`config.mk`:
```
export PLATFORM = sky130hd
export DESIGN_NAME = touch_calibrate_hit_region_tracker
export DESIGN_NICKNAME = d
export VERILOG_FILES = /design/src/design/tcht_pkg.sv /design/src/design/tcht_mac.sv /design/src/design/tcht_hit.sv /design/src/design/touch_calibrate_hit_region_tracker.sv
export SDC_FILE = /design/constraint.sdc
export NUM_CORES = 2
export LEC_CHECK = 0
export BUFFER_PORTS_ARGS = -buffer_cell sky130_fd_sc_hd__buf_2
export CAP_MARGIN = 10
export CORE_MARGIN = 10
export CORE_UTILIZATION = 45
export DETAILED_ROUTE_END_ITERATION = 8
export PLACE_DENSITY_LB_ADDON = 0.3
export SYNTH_ARGS = -nofsm -noshare
export SYNTH_HDL_FRONTEND = slang
export SYNTH_SLANG_ARGS = --single-unit
```
`constraint.sdc`:
```
create_clock -name clk -period 12.15 [get_ports clk]
set_input_delay 2.43 -clock clk [delete_from_list [all_inputs] [get_ports clk]]
set_output_delay 2.43 -clock clk [all_outputs]
set_load 0.05 [all_outputs]
```
`src/design/tcht_pkg.sv`:
```
// shared types and codes of the touch calibrate and hit region tracker
`default_nettype none

package tcht_pkg;

    // sizes of the fixed fields
    localparam int COEF_W   = 32;
    localparam int RAW_W    = 12;
    localparam int COORD_W  = 16;
    localparam int CTL_W    = 8;
    localparam int KIND_W   = 3;
    localparam int ACC_W    = 46;
    localparam int PROD_W   = COEF_W + RAW_W + 1;
    localparam int FRAC_W   = 16;
    localparam int CIDX_W   = 3;
    localparam int RCOUNT_W = 5;

    // defaults of the top level parameters
    localparam int DEF_REGION_SLOTS = 16;
    localparam int DEF_DELAY_DEPTH  = 4;
    localparam int DEF_DROP_SAMPLES = 3;

    // request op codes
    localparam logic [1:0] OP_DOWN = 2'd0;
    localparam logic [1:0] OP_UP   = 2'd1;
    localparam logic [1:0] OP_MOVE = 2'd2;
    localparam logic [1:0] OP_LOAD = 2'd3;

    // result kinds
    localparam logic [KIND_W-1:0] EV_RAW_DOWN = 3'd0;
    localparam logic [KIND_W-1:0] EV_RAW_UP   = 3'd1;
    localparam logic [KIND_W-1:0] EV_RAW_MOVE = 3'd2;
    localparam logic [KIND_W-1:0] EV_PRESS    = 3'd3;
    localparam logic [KIND_W-1:0] EV_INSIDE   = 3'd4;
    localparam logic [KIND_W-1:0] EV_MOVEOUT  = 3'd5;
    localparam logic [KIND_W-1:0] EV_RELEASE  = 3'd6;

    // configuration register indexes
    localparam logic [CIDX_W-1:0] CFG_X_CONST    = 3'd0;
    localparam logic [CIDX_W-1:0] CFG_X_FROM_Y   = 3'd1;
    localparam logic [CIDX_W-1:0] CFG_X_FROM_X   = 3'd2;
    localparam logic [CIDX_W-1:0] CFG_Y_CONST    = 3'd3;
    localparam logic [CIDX_W-1:0] CFG_Y_FROM_Y   = 3'd4;
    localparam logic [CIDX_W-1:0] CFG_Y_FROM_X   = 3'd5;
    localparam logic [CIDX_W-1:0] CFG_DIRECT     = 3'd6;
    localparam logic [CIDX_W-1:0] CFG_REG_COUNT  = 3'd7;

    localparam logic [COEF_W-1:0] UNITY_COEF = 32'h0001_0000;

    typedef struct packed {
        logic signed [COORD_W-1:0] xs;
        logic signed [COORD_W-1:0] xe;
        logic signed [COORD_W-1:0] ys;
        logic signed [COORD_W-1:0] ye;
        logic [CTL_W-1:0]          ctl;
    } region_t;

    typedef struct packed {
        logic load;
        logic add;
    } mac_cmd_t;

endpackage

`default_nettype wire

```
`src/design/tcht_mac.sv`:
```
// shared multiply-accumulate unit with floor shift and 16-bit saturation
`default_nettype none

module tcht_mac (
    input  wire logic                             clk,
    input  wire tcht_pkg::mac_cmd_t               cmd,
    input  wire logic signed [tcht_pkg::COEF_W-1:0] coef,
    input  wire logic [tcht_pkg::RAW_W-1:0]       sample,
    input  wire logic signed [tcht_pkg::COEF_W-1:0] konst,
    output logic signed [tcht_pkg::COORD_W-1:0]   sat_q
);
    import tcht_pkg::*;

    logic signed [PROD_W-1:0] prod_reg;
    logic signed [ACC_W-1:0]  acc_reg;
    logic signed [ACC_W-1:0]  acc_next;
    logic signed [ACC_W-FRAC_W-1:0] shifted;

    always_comb
    begin
        acc_next = acc_reg;
        if (cmd.load)
        begin
            acc_next = ACC_W'(konst);
        end
        else if (cmd.add)
        begin
            acc_next = acc_reg + ACC_W'(prod_reg);
        end
    end

    always_ff @(posedge clk)
    begin
        prod_reg <= coef * $signed({1'b0, sample});
        acc_reg  <= acc_next;
    end

    // arithmetic shift is a floor division by 65536
    assign shifted = acc_reg[ACC_W-1:FRAC_W];

    always_comb
    begin
        if (shifted[ACC_W-FRAC_W-1:COORD_W-1] == '0 ||
            shifted[ACC_W-FRAC_W-1:COORD_W-1] == '1)
        begin
            sat_q = shifted[COORD_W-1:0];
        end
        else if (shifted[ACC_W-FRAC_W-1])
        begin
            sat_q = {1'b1, {(COORD_W-1){1'b0}}};
        end
        else
        begin
            sat_q = {1'b0, {(COORD_W-1){1'b1}}};
        end
    end

endmodule

`default_nettype wire

```
`src/design/tcht_hit.sv`:
```
// strict bounds compare of one point against one region, with offsets
`default_nettype none

module tcht_hit (
    input  wire logic signed [tcht_pkg::COORD_W-1:0] pt_x,
    input  wire logic signed [tcht_pkg::COORD_W-1:0] pt_y,
    input  wire tcht_pkg::region_t                   rgn,
    input  wire logic                                check_ctl,
    output logic                                     hit,
    output logic [tcht_pkg::COORD_W-1:0]             off_x,
    output logic [tcht_pkg::COORD_W-1:0]             off_y
);
    import tcht_pkg::*;

    logic inside_box;

    assign inside_box = ($signed(pt_x) > $signed(rgn.xs)) && ($signed(pt_x) < $signed(rgn.xe)) &&
                        ($signed(pt_y) > $signed(rgn.ys)) && ($signed(pt_y) < $signed(rgn.ye));

    // with check_ctl set, a slot owned by control zero never matches
    assign hit   = inside_box && (!check_ctl || (rgn.ctl != '0));
    assign off_x = pt_x - rgn.xs;
    assign off_y = pt_y - rgn.ys;

endmodule

`default_nettype wire

```
`src/design/touch_calibrate_hit_region_tracker.sv`:
```
// touch calibrate and hit region tracker top level
//
// requests arrive on item_valid / item_stall; one request is taken only while the
// block is idle, so item_stall is high for the whole time a request is worked on.
// loads, downs, dropped samples and ignored moves are done while the block is idle.
// a calibrated move runs the shared multiply-accumulate unit through a load and
// two accumulates per coordinate (four products, one a cycle) and a store to the
// delay line; while the line is still filling it stops there, else it reads the
// delay line, then checks the active region or searches the region table one slot
// a cycle (up to the slots in use), and hands the result to the output register.
// results leave on result_valid / result_stall from an output register; a stalled
// result holds while the next request is already taken, and the block waits only
// when a second result is ready before the first one is gone.
// configuration writes (cfg_valid / cfg_ready, cfg_index, cfg_data) are taken
// every cycle and are meant for idle periods only.
// reset clears the tracking state, counters and output valid and loads the
// identity calibration; region slots and delay line entries hold nothing defined
// until written.
`default_nettype none

module touch_calibrate_hit_region_tracker #(
    parameter int REGION_SLOTS = tcht_pkg::DEF_REGION_SLOTS,
    parameter int DELAY_DEPTH  = tcht_pkg::DEF_DELAY_DEPTH,
    parameter int DROP_SAMPLES = tcht_pkg::DEF_DROP_SAMPLES
) (
    input  wire logic                                  clk,
    input  wire logic                                  rst_n,
    // request channel
    input  wire logic                                  item_valid,
    output logic                                       item_stall,
    input  wire logic [1:0]                            op,
    input  wire logic [tcht_pkg::RAW_W-1:0]            raw_x,
    input  wire logic [tcht_pkg::RAW_W-1:0]            raw_y,
    input  wire logic [3:0]                            slot_index,
    input  wire logic signed [tcht_pkg::COORD_W-1:0]   slot_x_start,
    input  wire logic signed [tcht_pkg::COORD_W-1:0]   slot_x_end,
    input  wire logic signed [tcht_pkg::COORD_W-1:0]   slot_y_start,
    input  wire logic signed [tcht_pkg::COORD_W-1:0]   slot_y_end,
    input  wire logic [tcht_pkg::CTL_W-1:0]            slot_control,
    // result channel
    output logic                                       result_valid,
    input  wire logic                                  result_stall,
    output logic [tcht_pkg::KIND_W-1:0]                event_kind,
    output logic [tcht_pkg::CTL_W-1:0]                 control_id,
    output logic [tcht_pkg::COORD_W-1:0]               offset_x,
    output logic [tcht_pkg::COORD_W-1:0]               offset_y,
    output logic [tcht_pkg::RAW_W-1:0]                 pass_x,
    output logic [tcht_pkg::RAW_W-1:0]                 pass_y,
    // configuration write channel
    input  wire logic                                  cfg_valid,
    output logic                                       cfg_ready,
    input  wire logic [tcht_pkg::CIDX_W-1:0]           cfg_index,
    input  wire logic [tcht_pkg::COEF_W-1:0]           cfg_data
);
    import tcht_pkg::*;

    localparam int SLOT_W = (REGION_SLOTS > 1) ? $clog2(REGION_SLOTS) : 1;
    localparam int CNT_W  = $clog2(REGION_SLOTS + 1);
    localparam int PTR_W  = (DELAY_DEPTH > 1) ? $clog2(DELAY_DEPTH) : 1;
    localparam int FILL_W = $clog2(DELAY_DEPTH + 1);
    localparam int DROP_W = 3;
    localparam int STEP_W = 3;

    localparam logic [STEP_W-1:0] STEP_X_MUL  = 3'd0;
    localparam logic [STEP_W-1:0] STEP_X_ADD1 = 3'd1;
    localparam logic [STEP_W-1:0] STEP_X_ADD2 = 3'd2;
    localparam logic [STEP_W-1:0] STEP_Y_MUL  = 3'd3;
    localparam logic [STEP_W-1:0] STEP_Y_ADD1 = 3'd4;
    localparam logic [STEP_W-1:0] STEP_Y_ADD2 = 3'd5;
    localparam logic [STEP_W-1:0] STEP_STORE  = 3'd6;

    typedef enum logic [2:0] {
        S_IDLE,
        S_CAL,
        S_LOADPT,
        S_SEARCH,
        S_CHECK,
        S_EMIT
    } state_t;

    state_t state_reg, state_next;
    logic [STEP_W-1:0] step_reg, step_next;

    logic signed [COEF_W-1:0] kx_reg, kx_next, cxy_reg, cxy_next, cxx_reg, cxx_next;
    logic signed [COEF_W-1:0] ky_reg, ky_next, cyy_reg, cyy_next, cyx_reg, cyx_next;
    logic                     direct_reg, direct_next;
    logic [RCOUNT_W-1:0]      rcount_reg, rcount_next;

    logic [RAW_W-1:0]  sx_reg, sx_next, sy_reg, sy_next;
    logic              pressed_reg, pressed_next;
    logic              act_valid_reg, act_valid_next;
    region_t           act_reg, act_next;
    logic [COORD_W-1:0] offx_reg, offx_next, offy_reg, offy_next;
    logic [DROP_W-1:0] drop_reg, drop_next;
    logic [FILL_W-1:0] fill_reg, fill_next, fill_after;
    logic [PTR_W-1:0]  ptr_reg, ptr_next;
    logic signed [COORD_W-1:0] px_reg, px_next;
    logic [CNT_W-1:0]  issue_reg, issue_next;
    logic              rvalid_reg, rvalid_next;

    logic [KIND_W-1:0]  res_kind_reg, res_kind_next;
    logic [CTL_W-1:0]   res_ctl_reg, res_ctl_next;
    logic [COORD_W-1:0] res_ox_reg, res_ox_next, res_oy_reg, res_oy_next;
    logic [RAW_W-1:0]   res_px_reg, res_px_next, res_py_reg, res_py_next;

    logic               out_valid_reg, out_valid_next;
    logic [KIND_W-1:0]  out_kind_reg, out_kind_next;
    logic [CTL_W-1:0]   out_ctl_reg, out_ctl_next;
    logic [COORD_W-1:0] out_ox_reg, out_ox_next, out_oy_reg, out_oy_next;
    logic [RAW_W-1:0]   out_px_reg, out_px_next, out_py_reg, out_py_next;

    // memories
    region_t                     reg_mem [REGION_SLOTS];
    region_t                     rdata_reg;
    logic [2*COORD_W-1:0]        dly_mem [DELAY_DEPTH];
    logic [2*COORD_W-1:0]        pt_reg;
    logic                        reg_we, dly_we, rd_en;
    logic [SLOT_W-1:0]           reg_waddr;
    region_t                     reg_wdata;

    logic        item_accept, cfg_accept, out_free, slot_ok;
    logic [CNT_W-1:0] n_slots;

    mac_cmd_t                 mac_cmd;
    logic signed [COEF_W-1:0] mac_coef, mac_konst;
    logic [RAW_W-1:0]         mac_sample;
    logic signed [COORD_W-1:0] mac_q;

    region_t            hit_rgn;
    logic               hit_check_ctl, hit;
    logic [COORD_W-1:0] hit_off_x, hit_off_y;

    assign item_stall  = (state_reg != S_IDLE);
    assign item_accept = item_valid && !item_stall;
    assign cfg_ready   = 1'b1;
    assign cfg_accept  = cfg_valid && cfg_ready;
    assign out_free    = !out_valid_reg || !result_stall;

    assign result_valid = out_valid_reg;
    assign event_kind   = out_kind_reg;
    assign control_id   = out_ctl_reg;
    assign offset_x     = out_ox_reg;
    assign offset_y     = out_oy_reg;
    assign pass_x       = out_px_reg;
    assign pass_y       = out_py_reg;

    // slot counts above the table search the whole table
    assign n_slots = ({{(32-RCOUNT_W){1'b0}}, rcount_reg} < 32'(REGION_SLOTS)) ?
                     CNT_W'(rcount_reg) : CNT_W'(REGION_SLOTS);
    assign slot_ok   = ({28'd0, slot_index} < 32'(REGION_SLOTS));
    assign reg_waddr = SLOT_W'(slot_index);
    assign reg_wdata = '{xs: slot_x_start, xe: slot_x_end, ys: slot_y_start,
                         ye: slot_y_end, ctl: slot_control};
    assign rd_en     = (state_reg == S_SEARCH) && (issue_reg < n_slots);

    tcht_mac u_mac (
        .clk    (clk),
        .cmd    (mac_cmd),
        .coef   (mac_coef),
        .sample (mac_sample),
        .konst  (mac_konst),
        .sat_q  (mac_q)
    );

    assign hit_rgn       = (state_reg == S_SEARCH) ? rdata_reg : act_reg;
    assign hit_check_ctl = (state_reg == S_SEARCH);

    tcht_hit u_hit (
        .pt_x      (pt_reg[COORD_W-1:0]),
        .pt_y      (pt_reg[2*COORD_W-1:COORD_W]),
        .rgn       (hit_rgn),
        .check_ctl (hit_check_ctl),
        .hit       (hit),
        .off_x     (hit_off_x),
        .off_y     (hit_off_y)
    );

    // operand selection for the shared multiply-accumulate unit
    always_comb
    begin
        mac_cmd    = '{load: 1'b0, add: 1'b0};
        mac_coef   = cxx_reg;
        mac_sample = sx_reg;
        mac_konst  = kx_reg;
        if (state_reg == S_CAL)
        begin
            unique case (step_reg)
                STEP_X_MUL:
                begin
                    mac_cmd.load = 1'b1;
                end
                STEP_X_ADD1:
                begin
                    mac_coef     = cxy_reg;
                    mac_sample   = sy_reg;
                    mac_cmd.add  = 1'b1;
                end
                STEP_Y_MUL:
                begin
                    mac_coef     = cyx_reg;
                    mac_konst    = ky_reg;
                    mac_cmd.load = 1'b1;
                end
                STEP_Y_ADD1:
                begin
                    mac_coef     = cyy_reg;
                    mac_sample   = sy_reg;
                    mac_cmd.add  = 1'b1;
                end
                STEP_X_ADD2, STEP_Y_ADD2:
                begin
                    mac_cmd.add  = 1'b1;
                end
                default:
                begin
                    mac_cmd = '{load: 1'b0, add: 1'b0};
                end
            endcase
        end
    end

    always_comb
    begin
        state_next     = state_reg;
        step_next      = step_reg;
        kx_next        = kx_reg;
        cxy_next       = cxy_reg;
        cxx_next       = cxx_reg;
        ky_next        = ky_reg;
        cyy_next       = cyy_reg;
        cyx_next       = cyx_reg;
        direct_next    = direct_reg;
        rcount_next    = rcount_reg;
        sx_next        = sx_reg;
        sy_next        = sy_reg;
        pressed_next   = pressed_reg;
        act_valid_next = act_valid_reg;
        act_next       = act_reg;
        offx_next      = offx_reg;
        offy_next      = offy_reg;
        drop_next      = drop_reg;
        fill_next      = fill_reg;
        fill_after     = fill_reg;
        ptr_next       = ptr_reg;
        px_next        = px_reg;
        issue_next     = issue_reg;
        rvalid_next    = 1'b0;
        res_kind_next  = res_kind_reg;
        res_ctl_next   = res_ctl_reg;
        res_ox_next    = res_ox_reg;
        res_oy_next    = res_oy_reg;
        res_px_next    = res_px_reg;
        res_py_next    = res_py_reg;
        out_valid_next = out_valid_reg && result_stall;
        out_kind_next  = out_kind_reg;
        out_ctl_next   = out_ctl_reg;
        out_ox_next    = out_ox_reg;
        out_oy_next    = out_oy_reg;
        out_px_next    = out_px_reg;
        out_py_next    = out_py_reg;
        reg_we         = 1'b0;
        dly_we         = 1'b0;

        if (cfg_accept)
        begin
            unique case (cfg_index)
                CFG_X_CONST:   kx_next     = cfg_data;
                CFG_X_FROM_Y:  cxy_next    = cfg_data;
                CFG_X_FROM_X:  cxx_next    = cfg_data;
                CFG_Y_CONST:   ky_next     = cfg_data;
                CFG_Y_FROM_Y:  cyy_next    = cfg_data;
                CFG_Y_FROM_X:  cyx_next    = cfg_data;
                CFG_DIRECT:    direct_next = cfg_data[0];
                CFG_REG_COUNT: rcount_next = cfg_data[RCOUNT_W-1:0];
            endcase
        end

        unique case (state_reg)
            S_IDLE:
            begin
                if (item_accept)
                begin
                    if (op == OP_LOAD)
                    begin
                        reg_we = slot_ok;
                    end
                    else if (direct_reg)
                    begin
                        // raw kinds share the op codes
                        res_kind_next = {1'b0, op};
                        res_ctl_next  = '0;
                        res_ox_next   = '0;
                        res_oy_next   = '0;
                        res_px_next   = raw_x;
                        res_py_next   = raw_y;
                        state_next    = S_EMIT;
                    end
                    else
                    begin
                        unique case (op)
                            OP_DOWN:
                            begin
                                drop_next      = '0;
                                fill_next      = '0;
                                ptr_next       = '0;
                                pressed_next   = 1'b1;
                                act_valid_next = 1'b0;
                            end
                            OP_UP:
                            begin
                                if (pressed_reg && act_valid_reg)
                                begin
                                    pressed_next  = 1'b0;
                                    res_kind_next = EV_RELEASE;
                                    res_ctl_next  = act_reg.ctl;
                                    res_ox_next   = offx_reg;
                                    res_oy_next   = offy_reg;
                                    res_px_next   = '0;
                                    res_py_next   = '0;
                                    state_next    = S_EMIT;
                                end
                            end
                            OP_MOVE:
                            begin
                                if (pressed_reg)
                                begin
                                    if (drop_reg < DROP_W'(DROP_SAMPLES))
                                    begin
                                        drop_next = drop_reg + 1'b1;
                                    end
                                    else
                                    begin
                                        sx_next    = raw_x;
                                        sy_next    = raw_y;
                                        step_next  = STEP_X_MUL;
                                        state_next = S_CAL;
                                    end
                                end
                            end
                            OP_LOAD:
                            begin
                                reg_we = slot_ok;
                            end
                        endcase
                    end
                end
            end

            S_CAL:
            begin
                step_next = step_reg + 1'b1;
                if (step_reg == STEP_Y_MUL)
                begin
                    px_next = mac_q;
                end
                if (step_reg == STEP_STORE)
                begin
                    dly_we   = 1'b1;
                    ptr_next = (ptr_reg == PTR_W'(DELAY_DEPTH - 1)) ? '0 : ptr_reg + 1'b1;
                    if (fill_reg < FILL_W'(DELAY_DEPTH))
                    begin
                        fill_after = fill_reg + 1'b1;
                    end
                    fill_next = fill_after;
                    // still filling the delay line: nothing to report yet
                    state_next = (fill_after < FILL_W'(DELAY_DEPTH)) ? S_IDLE : S_LOADPT;
                end
            end

            S_LOADPT:
            begin
                issue_next = '0;
                state_next = act_valid_reg ? S_CHECK : S_SEARCH;
            end

            S_SEARCH:
            begin
                // reads run one slot ahead of the compare
                if (rd_en)
                begin
                    issue_next = issue_reg + 1'b1;
                end
                rvalid_next = rd_en;
                if (rvalid_reg && hit)
                begin
                    act_valid_next = 1'b1;
                    act_next       = rdata_reg;
                    offx_next      = hit_off_x;
                    offy_next      = hit_off_y;
                    res_kind_next  = EV_PRESS;
                    res_ctl_next   = rdata_reg.ctl;
                    res_ox_next    = hit_off_x;
                    res_oy_next    = hit_off_y;
                    res_px_next    = '0;
                    res_py_next    = '0;
                    rvalid_next    = 1'b0;
                    state_next     = S_EMIT;
                end
                else if (!rvalid_reg && !rd_en)
                begin
                    pressed_next = 1'b0;
                    state_next   = S_IDLE;
                end
            end

            S_CHECK:
            begin
                res_ctl_next = act_reg.ctl;
                res_px_next  = '0;
                res_py_next  = '0;
                if (hit)
                begin
                    offx_next     = hit_off_x;
                    offy_next     = hit_off_y;
                    res_kind_next = EV_INSIDE;
                    res_ox_next   = hit_off_x;
                    res_oy_next   = hit_off_y;
                end
                else
                begin
                    // moveout reports the last inside offsets
                    res_kind_next  = EV_MOVEOUT;
                    res_ox_next    = offx_reg;
                    res_oy_next    = offy_reg;
                    act_valid_next = 1'b0;
                    pressed_next   = 1'b0;
                end
                state_next = S_EMIT;
            end

            S_EMIT:
            begin
                if (out_free)
                begin
                    out_valid_next = 1'b1;
                    out_kind_next  = res_kind_reg;
                    out_ctl_next   = res_ctl_reg;
                    out_ox_next    = res_ox_reg;
                    out_oy_next    = res_oy_reg;
                    out_px_next    = res_px_reg;
                    out_py_next    = res_py_reg;
                    state_next     = S_IDLE;
                end
            end
        endcase
    end

    always_ff @(posedge clk or negedge rst_n)
    begin
        if (!rst_n)
        begin
            state_reg     <= S_IDLE;
            step_reg      <= '0;
            kx_reg        <= '0;
            cxy_reg       <= '0;
            cxx_reg       <= UNITY_COEF;
            ky_reg        <= '0;
            cyy_reg       <= UNITY_COEF;
            cyx_reg       <= '0;
            direct_reg    <= 1'b0;
            rcount_reg    <= '0;
            pressed_reg   <= 1'b0;
            act_valid_reg <= 1'b0;
            act_reg       <= '0;
            offx_reg      <= '0;
            offy_reg      <= '0;
            drop_reg      <= '0;
            fill_reg      <= '0;
            ptr_reg       <= '0;
            issue_reg     <= '0;
            rvalid_reg    <= 1'b0;
            out_valid_reg <= 1'b0;
        end
        else
        begin
            state_reg     <= state_next;
            step_reg      <= step_next;
            kx_reg        <= kx_next;
            cxy_reg       <= cxy_next;
            cxx_reg       <= cxx_next;
            ky_reg        <= ky_next;
            cyy_reg       <= cyy_next;
            cyx_reg       <= cyx_next;
            direct_reg    <= direct_next;
            rcount_reg    <= rcount_next;
            pressed_reg   <= pressed_next;
            act_valid_reg <= act_valid_next;
            act_reg       <= act_next;
            offx_reg      <= offx_next;
            offy_reg      <= offy_next;
            drop_reg      <= drop_next;
            fill_reg      <= fill_next;
            ptr_reg       <= ptr_next;
            issue_reg     <= issue_next;
            rvalid_reg    <= rvalid_next;
            out_valid_reg <= out_valid_next;
        end
    end

    // payload registers
    always_ff @(posedge clk)
    begin
        sx_reg       <= sx_next;
        sy_reg       <= sy_next;
        px_reg       <= px_next;
        res_kind_reg <= res_kind_next;
        res_ctl_reg  <= res_ctl_next;
        res_ox_reg   <= res_ox_next;
        res_oy_reg   <= res_oy_next;
        res_px_reg   <= res_px_next;
        res_py_reg   <= res_py_next;
        out_kind_reg <= out_kind_next;
        out_ctl_reg  <= out_ctl_next;
        out_ox_reg   <= out_ox_next;
        out_oy_reg   <= out_oy_next;
        out_px_reg   <= out_px_next;
        out_py_reg   <= out_py_next;
    end

    // region table
    always_ff @(posedge clk)
    begin
        if (reg_we)
        begin
            reg_mem[reg_waddr] <= reg_wdata;
        end
    end

    always_ff @(posedge clk)
    begin
        if (rd_en)
        begin
            rdata_reg <= reg_mem[issue_reg[SLOT_W-1:0]];
        end
    end

    // delay line of calibrated points, y in the upper half
    always_ff @(posedge clk)
    begin
        if (dly_we)
        begin
            dly_mem[ptr_reg] <= {mac_q, px_reg};
        end
    end

    always_ff @(posedge clk)
    begin
        if (state_reg == S_LOADPT)
        begin
            pt_reg <= dly_mem[ptr_reg];
        end
    end

`ifndef NO_ASSERTIONS
    a_cal_needs_press: assert property (@(posedge clk) disable iff (!rst_n)
        (state_reg == S_CAL || state_reg == S_SEARCH) |-> pressed_reg)
        else $error("sample processed while not pressed");

    a_fill_bound: assert property (@(posedge clk) disable iff (!rst_n)
        fill_reg <= FILL_W'(DELAY_DEPTH))
        else $error("delay fill count beyond depth");

    a_drop_bound: assert property (@(posedge clk) disable iff (!rst_n)
        drop_reg <= DROP_W'(DROP_SAMPLES))
        else $error("drop count beyond limit");

    a_emit_lands: assert property (@(posedge clk) disable iff (!rst_n)
        (state_reg == S_EMIT && out_free) |=> (result_valid && state_reg == S_IDLE))
        else $error("result not moved to output register");

    a_check_active: assert property (@(posedge clk) disable iff (!rst_n)
        (state_reg == S_CHECK) |-> act_valid_reg)
        else $error("active region check without active region");
`endif

endmodule

`default_nettype wire
```
; After elaboration in Yosys (flattened, before gate mapping)
; Memory sizes are Yosys's and may differ from the RTL's. A register that Yosys moved wholly into a read port is not among the register bits.
; Index checks and enable logic that the tools add are counted.
[totals]
inputBits = 142
ram_bits = 1280
word_cells = 298
n_memories = 2
regBits = 590
[op_classes]
muxes = 129
bitwise = 3
reduce_logical = 56
eq_ne = 48
n_addsub = 8
order_cmp = 9
mul = 1
[mem_list]
columns = name, words, width, rd, rd_clocked_by_memory_dff, write_ports, line
row1 = reg_mem, 16, 72, 1, 1, 1, touch_calibrate_hit_region_tracker.sv:113  ; region_t reg_mem [REGION_SLOTS];
row2 = dly_mem, 4, 32, 1, 1, 1, touch_calibrate_hit_region_tracker.sv:115  ; logic [2*COORD_W-1:0] dly_mem [DELAY_DEPTH];
[ops]
columns = operator, n
row1 = 16-bit 2-to-1 mux, 16
row2 = 12-bit 2-to-1 mux, 11
row3 = 3-bit 2-to-1 mux, 33
row4 = 32-bit 2-to-1 mux, 3
row5 = 16-bit one-hot mux with 3 select lines, 2
row6 = 32-bit one-hot mux with 3 select lines, 1
row7 = 46-bit 2-to-1 mux, 2
row8 = 72-bit 2-to-1 mux, 1
row9 = 12-bit one-hot mux with 3 select lines, 2
row10 = 16-bit one-hot mux with 2 select lines, 2
row11 = 8-bit 2-to-1 mux, 6
row12 = 46-bit by 45-bit adder with 46-bit output, 1
row13 = 32-bit by 13-bit multiplier with 45-bit output, 1
row14 = 16-bit greater-than comparator, 2
row15 = 16-bit less-than comparator, 2
row16 = 16-bit subtractor, 2
row17 = 1-bit 2-to-1 mux, 28
row18 = 7-bit AND reduction, 4
row19 = "3-bit == test, second input constant", 9
row20 = "2-bit inequality test, second input constant", 13
row21 = 2-bit AND reduction, 13
row22 = 3-bit one-hot mux with 2 select lines, 4
row23 = 8-bit one-hot mux with 3 select lines, 1
row24 = "3-bit by 2-bit == test with 1-bit output, second input constant", 6
row25 = other kinds (39), 89

; Logic depth before layout (Yosys ltp)
[logic_depth]
word_depth = 10
depth_mapped = 32
depth_no_buf = 29

; By module
; A second synthesis with hierarchy kept.
[unflattened]
hier_cells = 5885
hier_area_um2 = 93090.5
[modules_own_cells]
columns = mod, instances, area_per_inst_um2, seq_area_each_um2, cells_per_inst
row1 = touch_calibrate_hit_region_tracker, 1, 71868.9, 54920.2, 3401
row2 = tcht_mac, 1, 18644.1, 2282.2, 2110
row3 = tcht_hit, 1, 2577.5, 0.0, 374

; Worst setup path after synthesis
; No wires, ideal clock.
[synth_path]
kind = input -> register
from = input port op[0]
to = memory reg_mem[0][0] in the netlist's numbering, enable pin
arrival_ps = 7937
path_stages = 4
setup_ps = 592
slack_ps = 3622
path_buffers = 0
path_cell_list = ha_1 nand3_1 or3_1 nor3_1
[synth_via]
elab_chain_len = 6
[synth_rtl]
columns = item, line
row1 = from (decl), touch_calibrate_hit_region_tracker.sv:31  ; input wire logic [1:0] op,
row2 = 2-bit == test, "touch_calibrate_hit_region_tracker.sv:283, touch_calibrate_hit_region_tracker.sv:300"
row3 = 1-bit 2-to-1 mux, touch_calibrate_hit_region_tracker.sv:283  ; if (op == OP_LOAD)
row4 = 1-bit 2-to-1 mux, touch_calibrate_hit_region_tracker.sv:281  ; if (item_accept)
row5 = 1-bit 2-to-1 mux, touch_calibrate_hit_region_tracker.sv:278  ; unique case (state_reg)
row6 = 1-bit 2-to-1 mux, touch_calibrate_hit_region_tracker.sv:523  ; if (reg_we)
row7 = 1-bit 2-to-1 mux (not written as such), touch_calibrate_hit_region_tracker.sv:525  ; reg_mem[reg_waddr] <= reg_wdata;
row8 = to (decl), touch_calibrate_hit_region_tracker.sv:113
; Every way passes these cells.

; Worst setup path in the final report
[layout_path]
from = register step_reg[0]
to = register u_mac.prod_reg[36]
[layout_via]
elab_chain_len = 5
word_cells_on_any_way = 9
cone_classes = mul (1) / eq/ne (3) / mux (4) / reduce/logical (1)
[layout_rtl]
columns = item, line
row1 = from (decl), touch_calibrate_hit_region_tracker.sv:82  ; logic [STEP_W-1:0] step_reg, step_next;
row2 = from (signal assigned), touch_calibrate_hit_region_tracker.sv:477  ; step_reg <= step_next;
row3 = 3-bit == test or 3-bit by 1-bit == test with 1-bit output (tied branches), touch_calibrate_hit_region_tracker.sv:187  ; unique case (step_reg)
row4 = 2-bit OR reduction (no line), n/a
row5 = 12-bit 2-to-1 mux, touch_calibrate_hit_region_tracker.sv:187
row6 = 12-bit 2-to-1 mux, touch_calibrate_hit_region_tracker.sv:185  ; if (state_reg == S_CAL)
row7 = 32-bit by 13-bit multiplier with 45-bit output (*), tcht_mac.sv:34  ; prod_reg <= coef * $signed({1'b0, sample});
row8 = to (signal assigned), tcht_mac.sv:34
row9 = to (decl), tcht_mac.sv:14  ; logic signed [PROD_W-1:0] prod_reg;
; Every way passes the cells marked *; elsewhere a longest branch is shown, timed or not.
; A chain may end at the register's enable or synchronous reset.

==> results_dict.tcl <==
set metrics [dict create \
    nNetsFinal 6751 \
    path_max_fanout 33 \
    min_period_ps 8463 \
    hold_viol 0 \
    synth_top_area_cell "edfxtp_1" \
    ff_latch_area_um2 57220 \
    die_w_um 471.5 \
    slowest_stage "mux2_2" \
    largest_reg_flops 1152 \
    cts_hold_buf 0 \
    clock-root-buffer "clkbuf_16" \
    first_pass_iters 6 \
    ys_ff_latch 1974 \
    gr-total-overflow 0 \
    n_fill_cell 16540 \
    yosys_warnings 0 \
    tritoncts "built" \
    via_per_inst 5.677 \
    drv_slew 0 \
    cts_resized 0 \
    worstMarginPinSlew_ps 1183 \
    hold_path_end "pass_x[1]" \
    hold_path_class "register to register" \
    ff2ff_path_depth 28 \
    cp_data_required_time_ps 12890 \
    min_period_over_period_pct 69.66 \
    grt_pass1_vias 51900 \
    status "finished, final reports clean" \
    rows 165 \
    r2r_slack_ps 3690 \
    clock-sinks 1974 \
    setup_violations 0 \
    end_kind "register" \
    crit_arrival_ps 9210 \
    ant_nets 0 \
    track_usage_pct 20.04 \
    worstSkewPairLatency_ps 870 \
    hp-start "res_px_reg[1]" \
    grt_setup_unrepaired "no" \
    post-cts-setup-buffer-count 0 \
    grt_max_degree 107 \
    start_kind "register" \
    grt_pass1_wl_um 339100 \
    clk_path_buf_depth 3 \
    rr_endpoint "u_mac.prod_reg[36]" \
    floorplan.initialDensity_pct 45.30 \
    die_area_um2 222300 \
    synth_common_cells "edfxtp_1, nand2_1, inv_1" \
    syn-num-nets 6489 \
    yosys-top-cells-area "edfxtp_1, mux4_2, dfrtp_1" \
    synthCells 5780 \
    largestRegisters "reg_mem: 1152 flops, dly_mem: 128 flops" \
    regMostFlops "reg_mem" \
    r2r_start "step_reg[0]" \
    h-tree-depth 4 \
    via_count 50520 \
    ys_types 81 \
    cts_buffers 201 \
    crit_top_cell "fa_1" \
    die_h_um 471.5 \
    netlist_area_um2 91730 \
    tns_ps 0 \
    drt-initial-drc-count 4646 \
    path_clk_slew_ps 60 \
    relSlewSlack_pct 20.91 \
    core_um2 202500 \
    gp_congestion 0.8951 \
    synthArstFlopShare_pct 16.46 \
    remaining_drc_errors 0 \
    pin_count 212 \
    multi_input_area_um2 32010 \
    hpwlAfterDp_um 145100 \
    synth_area_per_cell_um2 15.87 \
    cpPeakStageDelay_ps 730 \
    wl_per_cell_um 25.25 \
    synth_top_flop_cell "edfxtp_1" \
    finClkSkew_ps 62.45 \
    yosysSeqAreaShare_pct 62.36 \
    holdPathStages 0 \
    crit_type "register to register" \
    synth_edf_count 1604 \
    port_buffers 210 \
    antenna_found_initial 46 \
    yosysMostFrequentCell "edfxtp_1" \
    max_freq_mhz 118.2 \
    area_growth_pct 12.25 \
    routed_wl_um 224800 \
    yosysTopAreaCellShare_pct 52.51 \
    drive_gt1_share_pct 20.42 \
    cap_violations 0 \
]
[worst max-delay path: cells and delay by family, from the launching register on]
kind / cells / cell delay, ps
adder cells (fa/ha/maj): 7 / 3080
AO/OA/AOI/OAI: 9 / 2300
buffers and inverters: 6 / 1020
multiplexers: 1 / 730
AND/OR/NAND/NOR: 4 / 660
flip-flops: 1 / 420
XOR/XNOR: 1 / 130
[how the worst max path moves through the flow]
stage	from	to	slack, ps	depth (start not counted)
2_1_floorplan	op[0]	reg_mem[0][0]	3620	4
3_3_place_gp	step_reg[1]	u_mac.prod_reg[43]	3990	27
3_5_place_dp	step_reg[0]	u_mac.prod_reg[43]	3850	28
4_1_cts	step_reg[0]	u_mac.prod_reg[43]	3780	28
5_1_grt	step_reg[0]	u_mac.prod_reg[43]	3180	28
6_report	step_reg[0]	u_mac.prod_reg[36]	3690	28
[cell type report]
class                           instances  share of cell area, %
Clock buffer                          251                  5.243
Multi-Input combinational cell       3079                  31.09
Tap cell                             2672                  3.247
Inverter                              486                  1.772
Timing Repair Buffer                  300                  1.735
Antenna cell                           14                0.03402
Sequential cell                      1974                  55.57
Clock inverter                        124                  1.312
[per-stage QoR]
step / area [um2] / hold slack, ps / worst slack (ps) / instances / util, %
after detailed placement: 96190 / 404.5 / 3846 / 8511 / 47.49
after global routing: 102900 / 373.7 / 3178 / 8889 / 50.83
after CTS: 102900 / 369.8 / 3782 / 8886 / 50.83
final: 103000 / 381.9 / 3687 / 8900 / 50.84
after floorplan: 91730 / 400.3 / 3622 / 5780 / -
after global placement: 96190 / 401.5 / 3991 / 8511 / 47.49
[layer usage]
metal	GRT usage [%]	vias to the layer above	wire length, um
met5	0	-	254
met1	28.19	26420	95330
met3	4.077	408	16010
met4	5.310	42	5802
met2	31.94	1669	107400
li1	-	21980	-
[cell families after synthesis]
family,Yosys count,synth area share [%]
DFF,1974,62.36
buffers and inverters,727,3.025
muxes,706,13.38
other,1,0.004088
AOI/OAI and AO/OA,612,4.569
and+or+nand+nor,1086,5.123
adders and majority gates,567,10.52
xor gates and xnor gates,107,1.022
[placed cells by master, fill, tap and decap left out, types with 14 or more instances in the layout]
| master | n |
|---|---|
| fa_1 | 341 |
| o21ai_0 | 111 |
| o21bai_1 | 17 |
| and2_1 | 37 |
| nand2_1 | 547 |
| a222oi_1 | 32 |
| dfrtp_1 | 318 |
| inv_1 | 486 |
| ha_1 | 225 |
| mux2_2 | 213 |
| diode_2 | 14 |
| a21o_1 | 91 |
| a22o_1 | 39 |
| clkinv_2 | 37 |
| buf_2 | 209 |
| o211ai_1 | 31 |
| a211oi_1 | 14 |
| mux4_2 | 392 |
| bufinv_16 | 20 |
| nor2_1 | 267 |
| mux2i_1 | 70 |
| clkbuf_16 | 202 |
| and3_1 | 17 |
| nand3_1 | 31 |
| xor2_1 | 31 |
| nor2b_1 | 19 |
| a21oi_1 | 150 |
| nand4_1 | 20 |
| clkbuf_1 | 33 |
| or3_1 | 34 |
| buf_4 | 86 |
| xnor2_1 | 76 |
| o21a_1 | 14 |
| mux2_1 | 26 |
| nand2b_1 | 22 |
| clkbuf_8 | 16 |
| edfxtp_1 | 1604 |
| nor3_1 | 28 |
| clkinv_1 | 43 |
| dfxtp_1 | 45 |
Power is not shown: default switching activity piles up to over one toggle a cycle in this logic, so the estimate is an artifact.
